[src/rtl/core/orwa_pkg.sv]
package orwa_pkg;

  localparam int unsigned WindowDefault = 5;
  localparam int unsigned SampleW       = 12;
  localparam int unsigned AvgW          = 16;
  localparam int unsigned FracBits      = 4;
  localparam int unsigned ThrW          = 12;

  // divisor width covers windows up to 16 entries
  localparam int unsigned KW         = 5;
  localparam int unsigned RecipShift = 20;
  localparam int unsigned RecipW     = RecipShift + 1;
  localparam logic [RecipW-1:0] RecipOne = RecipW'(64'd1 << RecipShift);

  typedef enum logic [2:0] {
    ST_IDLE,
    ST_PREP,
    ST_SUM,
    ST_MUL,
    ST_FIX,
    ST_TEST,
    ST_EMIT
  } orwa_state_e;

  typedef struct packed {
    logic load;
    logic prep;
    logic sum_clr;
    logic sum_step;
    logic mul;
    logic fix;
    logic test;
    logic emit;
  } orwa_cmd_t;

  typedef struct packed {
    logic replace;
    logic empty;
    logic sum_last;
  } orwa_stat_t;

  // floor(2^RecipShift / k); with the numerator below 2^RecipShift the
  // quotient is exact or one short
  function automatic logic [RecipW-1:0] recip(input logic [KW-1:0] k);
    logic [RecipW-1:0] r;
    case (k)
      5'd1:    r = RecipOne;
      5'd2:    r = RecipW'(RecipOne / 2);
      5'd3:    r = RecipW'(RecipOne / 3);
      5'd4:    r = RecipW'(RecipOne / 4);
      5'd5:    r = RecipW'(RecipOne / 5);
      5'd6:    r = RecipW'(RecipOne / 6);
      5'd7:    r = RecipW'(RecipOne / 7);
      5'd8:    r = RecipW'(RecipOne / 8);
      5'd9:    r = RecipW'(RecipOne / 9);
      5'd10:   r = RecipW'(RecipOne / 10);
      5'd11:   r = RecipW'(RecipOne / 11);
      5'd12:   r = RecipW'(RecipOne / 12);
      5'd13:   r = RecipW'(RecipOne / 13);
      5'd14:   r = RecipW'(RecipOne / 14);
      5'd15:   r = RecipW'(RecipOne / 15);
      5'd16:   r = RecipW'(RecipOne / 16);
      default: r = '0;
    endcase
    return r;
  endfunction

endpackage

[src/rtl/core/orwa_ctrl.sv]
module orwa_ctrl (
  input  logic                  clk_i,
  input  logic                  rst_ni,
  input  logic                  in_valid_i,
  output logic                  in_ready_o,
  output logic                  out_valid_o,
  input  logic                  out_ready_i,
  input  orwa_pkg::orwa_stat_t  stat_i,
  output orwa_pkg::orwa_cmd_t   cmd_o
);
  import orwa_pkg::*;

  orwa_state_e state_q, state_d;
  logic        second_q, second_d;
  logic        out_valid_q, out_valid_d;

  always_ff @(posedge clk_i or negedge rst_ni) begin
    if (!rst_ni) begin
      state_q     <= ST_IDLE;
      second_q    <= 1'b0;
      out_valid_q <= 1'b0;
    end else begin
      state_q     <= state_d;
      second_q    <= second_d;
      out_valid_q <= out_valid_d;
    end
  end

  always_comb begin
    state_d     = state_q;
    second_d    = second_q;
    out_valid_d = out_valid_q && !out_ready_i;
    cmd_o       = '0;
    case (state_q)
      ST_IDLE: begin
        if (in_valid_i) begin
          cmd_o.load = 1'b1;
          state_d    = ST_PREP;
        end
      end
      ST_PREP: begin
        cmd_o.prep    = 1'b1;
        cmd_o.sum_clr = 1'b1;
        second_d      = 1'b0;
        state_d       = stat_i.replace ? ST_SUM : ST_TEST;
      end
      ST_SUM: begin
        if (stat_i.empty) begin
          // no kept entries: mean holds
          state_d = second_q ? ST_EMIT : ST_TEST;
        end else begin
          cmd_o.sum_step = 1'b1;
          if (stat_i.sum_last) begin
            state_d = ST_MUL;
          end
        end
      end
      ST_MUL: begin
        cmd_o.mul = 1'b1;
        state_d   = ST_FIX;
      end
      ST_FIX: begin
        cmd_o.fix = 1'b1;
        state_d   = second_q ? ST_EMIT : ST_TEST;
      end
      ST_TEST: begin
        cmd_o.test    = 1'b1;
        cmd_o.sum_clr = 1'b1;
        second_d      = 1'b1;
        state_d       = ST_SUM;
      end
      ST_EMIT: begin
        if (!out_valid_q || out_ready_i) begin
          cmd_o.emit  = 1'b1;
          out_valid_d = 1'b1;
          state_d     = ST_IDLE;
        end
      end
      default: state_d = ST_IDLE;
    endcase
  end

  assign in_ready_o  = (state_q == ST_IDLE);
  assign out_valid_o = out_valid_q;

  // a result is only offered after the final mean pass
  a_emit_after_test: assert property (@(posedge clk_i) disable iff (!rst_ni)
    state_q == ST_EMIT |-> second_q)
    else $error("emit reached before outlier test");

  a_valid_from_emit: assert property (@(posedge clk_i) disable iff (!rst_ni)
    $rose(out_valid_q) |-> $past(state_q) == ST_EMIT)
    else $error("output valid raised outside emit");

endmodule

[src/rtl/core/orwa_datapath.sv]
module orwa_datapath #(
  parameter int unsigned WINDOW = orwa_pkg::WindowDefault
) (
  input  logic                           clk_i,
  input  logic                           rst_ni,
  input  logic [orwa_pkg::SampleW-1:0]   sample_i,
  input  logic [orwa_pkg::ThrW-1:0]      threshold_i,
  input  orwa_pkg::orwa_cmd_t            cmd_i,
  output orwa_pkg::orwa_stat_t           stat_o,
  output logic [orwa_pkg::AvgW-1:0]      filtered_average_o,
  output logic                           was_outlier_o
);
  import orwa_pkg::*;

  localparam int unsigned CntW  = $clog2(WINDOW + 1);
  localparam int unsigned IdxW  = $clog2(WINDOW);
  localparam int unsigned SumW  = SampleW + $clog2(WINDOW);
  localparam int unsigned NW    = SumW + FracBits;
  localparam int unsigned ProdW = NW + RecipW;

  logic [SampleW-1:0] kept_q [WINDOW];
  logic [SampleW-1:0] kept_d [WINDOW];
  logic [SampleW-1:0] outl_q [WINDOW];
  logic [SampleW-1:0] outl_d [WINDOW];
  logic [CntW-1:0]    kc_q, kc_d, oc_q, oc_d;
  logic [AvgW-1:0]    mean_q, mean_d;
  logic [SumW-1:0]    acc_q, acc_d;
  logic [IdxW-1:0]    idx_q, idx_d;
  logic [ProdW-1:0]   prod_q, prod_d;
  logic               outlier_q, outlier_d;
  logic [SampleW-1:0] sample_q, sample_d;
  logic [AvgW-1:0]    avg_out_q, avg_out_d;
  logic               flag_out_q, flag_out_d;

  logic [CntW:0]      occ;
  logic               age, replace;
  logic [NW-1:0]      numer, q0, qk, rem, quot;
  logic [AvgW-1:0]    scaled, diff, thr_scaled;
  logic               is_outlier;

  always_ff @(posedge clk_i or negedge rst_ni) begin
    if (!rst_ni) begin
      for (int i = 0; i < WINDOW; i++) begin
        kept_q[i] <= '0;
        outl_q[i] <= '0;
      end
      kc_q      <= CntW'(1);
      oc_q      <= '0;
      mean_q    <= '0;
      outlier_q <= 1'b0;
    end else begin
      kept_q    <= kept_d;
      outl_q    <= outl_d;
      kc_q      <= kc_d;
      oc_q      <= oc_d;
      mean_q    <= mean_d;
      outlier_q <= outlier_d;
    end
  end

  always_ff @(posedge clk_i) begin
    acc_q      <= acc_d;
    idx_q      <= idx_d;
    prod_q     <= prod_d;
    sample_q   <= sample_d;
    avg_out_q  <= avg_out_d;
    flag_out_q <= flag_out_d;
  end

  assign occ     = {1'b0, kc_q} + {1'b0, oc_q};
  assign age     = (occ >= (CntW + 1)'(WINDOW)) && (kc_q != '0);
  assign replace = (oc_q == CntW'(WINDOW - 1));

  assign numer = {acc_q, {FracBits{1'b0}}};
  assign q0    = prod_q[RecipShift +: NW];
  assign qk    = NW'(q0 * NW'(kc_q));
  assign rem   = numer - qk;
  // reciprocal estimate is at most one short
  assign quot  = (rem >= NW'(kc_q)) ? q0 + NW'(1) : q0;

  assign scaled     = {sample_q, {FracBits{1'b0}}};
  assign diff       = (scaled >= mean_q) ? scaled - mean_q : mean_q - scaled;
  assign thr_scaled = {threshold_i, {FracBits{1'b0}}};
  assign is_outlier = diff > thr_scaled;

  always_comb begin
    kept_d     = kept_q;
    outl_d     = outl_q;
    kc_d       = kc_q;
    oc_d       = oc_q;
    mean_d     = mean_q;
    acc_d      = acc_q;
    idx_d      = idx_q;
    prod_d     = prod_q;
    outlier_d  = outlier_q;
    sample_d   = sample_q;
    avg_out_d  = avg_out_q;
    flag_out_d = flag_out_q;

    if (cmd_i.load) begin
      sample_d = sample_i;
    end

    if (cmd_i.prep) begin
      if (age) begin
        kc_d = kc_q - CntW'(1);
        for (int i = 0; i < WINDOW - 1; i++) begin
          kept_d[i] = kept_q[i + 1];
        end
      end
      // a full outlier run takes over the window
      if (replace) begin
        for (int i = 0; i < WINDOW - 1; i++) begin
          kept_d[i] = outl_q[i];
        end
        kc_d = CntW'(WINDOW - 1);
        oc_d = '0;
      end
    end

    if (cmd_i.sum_clr) begin
      acc_d = '0;
      idx_d = '0;
    end

    if (cmd_i.sum_step) begin
      acc_d = acc_q + SumW'(kept_q[idx_q]);
      idx_d = idx_q + IdxW'(1);
    end

    if (cmd_i.mul) begin
      prod_d = ProdW'(numer) * ProdW'(recip(KW'(kc_q)));
    end

    if (cmd_i.fix) begin
      mean_d = quot[AvgW-1:0];
    end

    if (cmd_i.test) begin
      outlier_d = is_outlier;
      if (is_outlier) begin
        if (oc_q < CntW'(WINDOW)) begin
          outl_d[oc_q[IdxW-1:0]] = sample_q;
          oc_d = oc_q + CntW'(1);
        end
      end else begin
        if (kc_q < CntW'(WINDOW)) begin
          kept_d[kc_q[IdxW-1:0]] = sample_q;
          kc_d = kc_q + CntW'(1);
        end
        oc_d = '0;
      end
    end

    if (cmd_i.emit) begin
      avg_out_d  = mean_q;
      flag_out_d = outlier_q;
    end
  end

  assign stat_o.replace  = replace;
  assign stat_o.empty    = (kc_q == '0);
  assign stat_o.sum_last = (CntW'(idx_q) + CntW'(1)) == kc_q;

  assign filtered_average_o = avg_out_q;
  assign was_outlier_o      = flag_out_q;

  // kept plus rejected entries never overflow the window
  a_occupancy: assert property (@(posedge clk_i) disable iff (!rst_ni)
    occ <= (CntW + 1)'(WINDOW))
    else $error("window occupancy overflow");

  a_sum_index: assert property (@(posedge clk_i) disable iff (!rst_ni)
    cmd_i.sum_step |-> CntW'(idx_q) < kc_q)
    else $error("summing beyond kept entries");

endmodule

[src/rtl/core/outlier_rejecting_window_average.sv]
// Outlier-rejecting moving average of 12-bit ADC samples.
//
// Input channel: sample_i with in_valid_i / in_ready_o; one beat per sample.
// Output channel: filtered_average_o (mean of kept samples, codes x16,
// truncated) and was_outlier_o with out_valid_o / out_ready_i; one result
// beat per input beat, in order.
// Config: APB write to address 0 sets outlier_threshold (12 bits, codes).
//
// One sample at a time. The mean pass walks the kept entries one per cycle
// through a single adder, then a reciprocal multiply and one correction step;
// when a full outlier run replaces the window there are two mean passes. The
// next sample is taken in the same cycle as the result goes valid.
// A new sample is taken while a finished result still waits; if the receiver
// stalls, the next result is held until the output register frees up.
// Reset: window holds one zero sample, outlier run empty, mean zero,
// threshold 124.
module outlier_rejecting_window_average #(
  parameter int unsigned WINDOW = orwa_pkg::WindowDefault
) (
  input  logic                          clk_i,
  input  logic                          rst_ni,
  input  logic                          in_valid_i,
  output logic                          in_ready_o,
  input  logic [orwa_pkg::SampleW-1:0]  sample_i,
  output logic                          out_valid_o,
  input  logic                          out_ready_i,
  output logic [orwa_pkg::AvgW-1:0]     filtered_average_o,
  output logic                          was_outlier_o,
  input  logic                          psel,
  input  logic                          penable,
  input  logic                          pwrite,
  input  logic [2:0]                    paddr,
  input  logic [31:0]                   pwdata,
  output logic [31:0]                   prdata,
  output logic                          pready
);
  import orwa_pkg::*;

  localparam logic [ThrW-1:0] ThrReset = ThrW'(124);

  logic [ThrW-1:0] thr_q;
  logic            reg_sel;
  orwa_cmd_t       cmd;
  orwa_stat_t      stat;

  assign pready  = 1'b1;
  assign reg_sel = (paddr[2] == 1'b0);

  always_ff @(posedge clk_i or negedge rst_ni) begin
    if (!rst_ni) begin
      thr_q <= ThrReset;
    end else if (psel && penable && pwrite && reg_sel) begin
      thr_q <= pwdata[ThrW-1:0];
    end
  end

  assign prdata = reg_sel ? 32'(thr_q) : '0;

  orwa_ctrl u_ctrl (
    .clk_i       (clk_i),
    .rst_ni      (rst_ni),
    .in_valid_i  (in_valid_i),
    .in_ready_o  (in_ready_o),
    .out_valid_o (out_valid_o),
    .out_ready_i (out_ready_i),
    .stat_i      (stat),
    .cmd_o       (cmd)
  );

  orwa_datapath #(
    .WINDOW (WINDOW)
  ) u_datapath (
    .clk_i              (clk_i),
    .rst_ni             (rst_ni),
    .sample_i           (sample_i),
    .threshold_i        (thr_q),
    .cmd_i              (cmd),
    .stat_o             (stat),
    .filtered_average_o (filtered_average_o),
    .was_outlier_o      (was_outlier_o)
  );

endmodule

[config.mk]
export PLATFORM = sky130hd
export DESIGN_NAME = outlier_rejecting_window_average
export DESIGN_NICKNAME = d
export VERILOG_FILES = /design/src/rtl/core/orwa_pkg.sv /design/src/rtl/core/orwa_ctrl.sv /design/src/rtl/core/orwa_datapath.sv /design/src/rtl/core/outlier_rejecting_window_average.sv
export SDC_FILE = /design/constraint.sdc
export NUM_CORES = 1
export LEC_CHECK = 0
export ABC_AREA = 0
export BUFFER_PORTS_ARGS = -buffer_cell sky130_fd_sc_hd__buf_2
export CORE_ASPECT_RATIO = 0.7
export CORE_UTILIZATION = 70
export CTS_BUF_LIST = sky130_fd_sc_hd__clkbuf_2
export CTS_CLUSTER_DIAMETER = 30
export DETAILED_ROUTE_END_ITERATION = 7
export PLACE_DENSITY = 0.89
export SYNTH_ARGS = -nofsm -noshare
export SYNTH_HDL_FRONTEND = slang
export SYNTH_HIERARCHICAL = 1
export SYNTH_SLANG_ARGS = --single-unit
[constraint.sdc]
create_clock -name clk_i -period 24 [get_ports clk_i]
set_input_delay 4.8 -clock clk_i [delete_from_list [all_inputs] [get_ports clk_i]]
set_output_delay 4.8 -clock clk_i [all_outputs]
set_load 0.02 [all_outputs]
==> flow_metrics.tcl <==
set metrics [dict create \
    synth_fa_ha_area_share_pct 33.0 \
    grt_util_all_layers_pct 37.0 \
    max_freq_mhz 98.4 \
    yosys.area_share.simple_pct 13.0 \
    drive_above_1_share_pct 11.2 \
    numCtsBuffers 47 \
    grt_pass1_vias 17648 \
    vias_per_cell 6.32 \
    place_ws_ns 13.83 \
    synth_top_flop_cell "dfrtp_1" \
    synth_top_family_by_area "adder cells" \
    crit_path_frequent_cell "buf_2" \
    crit_start "paddr[2]" \
    drt-initial-drc-count 1915 \
    ys_seq_elements 214 \
    slowest_delay_ns 0.21 \
    final_antenna_net_count 0 \
    setup_slack_ns 13.84 \
    grt_antenna_before_repair 1 \
    fill_cells 2096 \
    fin_crit_sh_pct 42.3 \
    synth.distinct_cells 101 \
    cp.arrival_ns 5.36 \
    clock_latency_ns 0.83 \
    synthArstFlopShare_pct 69.2 \
    cts_hold_buf 0 \
    area_growth_pct 4.25 \
    tritoncts "done" \
    initial_core_util_pct 71.3 \
    syn_area_per_cell_sq_um 9.75 \
    crit_slowest_cell "buf_2" \
    grt_pass1_wl_um 92700 \
    cts_sinks 214 \
    synth_top_area_share_pct 23.0 \
    n_antenna_cell 0 \
    rows 54 \
    yosys_warnings 6 \
    gp_congestion 1.02 \
    vias 17397 \
    ios 106 \
    crit_path_max_fanout 13 \
    hold_viol_final 0 \
    r2r_slack_ns 14.11 \
    synth.area.mux_share_pct 3.44 \
    outcome "complete, no violations" \
    crit_chain "buf_2 -> and2b_1 -> buf_2" \
    synth_enable_flop_cells 66 \
    cp-end-kind "primary output" \
    placement.io_buffers 62 \
    r2r-end "u_datapath/prod_q[35]" \
    worstMarginPinSlew_ns 1.22 \
    finalClockSkew_ns 0.119 \
    worst_ep_required_time_ns 19.20 \
    ys_seq_area_share_pct 25.6 \
    worstSetupPathType "input port to primary output" \
    grt_overflow 0 \
    synth_xor_area_share_pct 2.70 \
    path_clk_slew_ns 0.12 \
    grt_setup_unrepaired "false" \
    cts-root-buf "clkbuf_2" \
    wl_per_cell_um 21.1 \
    fp.coreArea_sq_um 31100 \
    finalSetupTns_ns 0 \
    first_pass_iters 6 \
    clockBufferDepth 3 \
    synth.most_common_cell "inv_1" \
    cts_setup_buffers 0 \
    dp_hpwl_um 43800 \
    critPathLaunchType "input port" \
    maxSlewViolCount 0 \
    reg2reg_from "u_datapath/kc_q[0]" \
    nets 2780 \
    ys_top_cells_by_count "inv_1 (345), nand2_1 (265), fa_1 (255)" \
    grt_max_degree 80 \
    crit_path_end "prdata[11]" \
    syn-cell-area_sq_um 22200 \
    synth_largest_area_cell "fa_1" \
    cts_resized 0 \
    netlist_instances 2277 \
    die_area_sq_um 32400 \
    dieHeight_um 151 \
    setup_viol_count_final 0 \
    slew_headroom_pct 18.6 \
    hold_path.class "register to register" \
    maxCapViolCount 0 \
    wl_um 58000 \
    synthTopCellsByArea "fa_1 (23%), dfrtp_1 (16%), ha_1 (10%), edfxtp_1 (8.9%), inv_1 (5.8%)" \
    r2r_cells 26 \
    synth_compound_area_share_pct 13.4 \
    drc 0 \
    die_x_um 215 \
    fin_crit_ns 10.16 \
    htreeDepth 2 \
]
## metal layers
metal / routed length, um / global-route usage, % / up-vias
li1: - / - / 7580
met5: 0 / 0 / -
met3: 8830 / 14.3 / 134
met1: 23000 / 51.1 / 8488
met2: 25000 / 55.3 / 1195
met4: 1200 / 8.75 / 0
## cell usage in the layout (no fill, tap or decap), types with 13 or more instances in the layout
master    instances
inv_1           345
nand2_1         265
fa_1            255
ha_1            177
dfrtp_1         142
o21ai_0         107
and2_1           98
a21oi_1          97
nor2_1           75
clkbuf_2         74
edfxtp_1         66
buf_2            61
a22o_1           48
xnor2_1          37
a221oi_1         33
a21o_1           27
xor2_1           27
nor2b_1          25
conb_1           21
mux2_2           20
nand3_1          20
a22oi_1          19
buf_4            18
clkinv_1         15
nor3_1           14
and3_1           13
## stage by stage
stage                     std cells  area (sq um)  hold WS, ns  utilization [%]
after global routing           2752         23100        0.518             74.3
after global placement         2665         22700        0.453             72.8
after floorplan                2296         22300        0.421                -
after detailed placement       2665         22700        0.438             72.8
final                          2752         23100        0.485             74.3
after CTS                      2752         23100        0.489             74.3
## flip-flops by register name, summed over array words and instances (netlist names), 3 cells and up
register,cells
u_datapath/oc_q,3
u_ctrl/state_q,3
u_datapath/prod_q,19
u_datapath/mean_q,16
u_datapath/sample_q,12
u_datapath/outl_q,48
thr_q,12
u_datapath/idx_q,3
u_datapath/kept_q,60
u_datapath/kc_q,3
u_datapath/acc_q,15
u_datapath/filtered_average_o,16
## how the worst min path moves through the flow
stage,from,endpoint,slack [ns],cells past startpoint
6_report,u_datapath/outlier_q,u_datapath/was_outlier_o,0.49,0
5_1_grt,u_datapath/mean_q[3],u_datapath/filtered_average_o[3],0.52,0
4_1_cts,u_datapath/outlier_q,u_datapath/was_outlier_o,0.49,0
3_5_place_dp,u_datapath/outlier_q,u_datapath/was_outlier_o,0.44,0
3_3_place_gp,u_datapath/outlier_q,u_datapath/was_outlier_o,0.45,0
2_1_floorplan,u_datapath/outlier_q,u_datapath/was_outlier_o,0.42,0
## cells by family after synthesis
logic type	after synthesis
simple gates	588
other cells	2
xor+xnor	66
fa+ha+maj	432
mux	54
flops	214
buf+inv	487
compound gates	434
## cell type report
class,instances,area [sq um],area share (%)
Tap cell,420,526,2.27
Sequential cell,214,5690,24.6
Clock buffer,74,370,1.60
Clock inverter,13,113,0.487
Multi-Input combinational cell,1595,14700,63.3
Timing Repair Buffer,80,452,1.95
Inverter,356,1340,5.77
## critical path, delay by kind of cell
kind / cells / cell delay [ns]
AND/OR/NAND/NOR: 1 / 0.20
buffers and inverters: 2 / 0.36
Power is not shown: default switching activity piles up to over one toggle a cycle in this logic, so the estimate is an artifact.
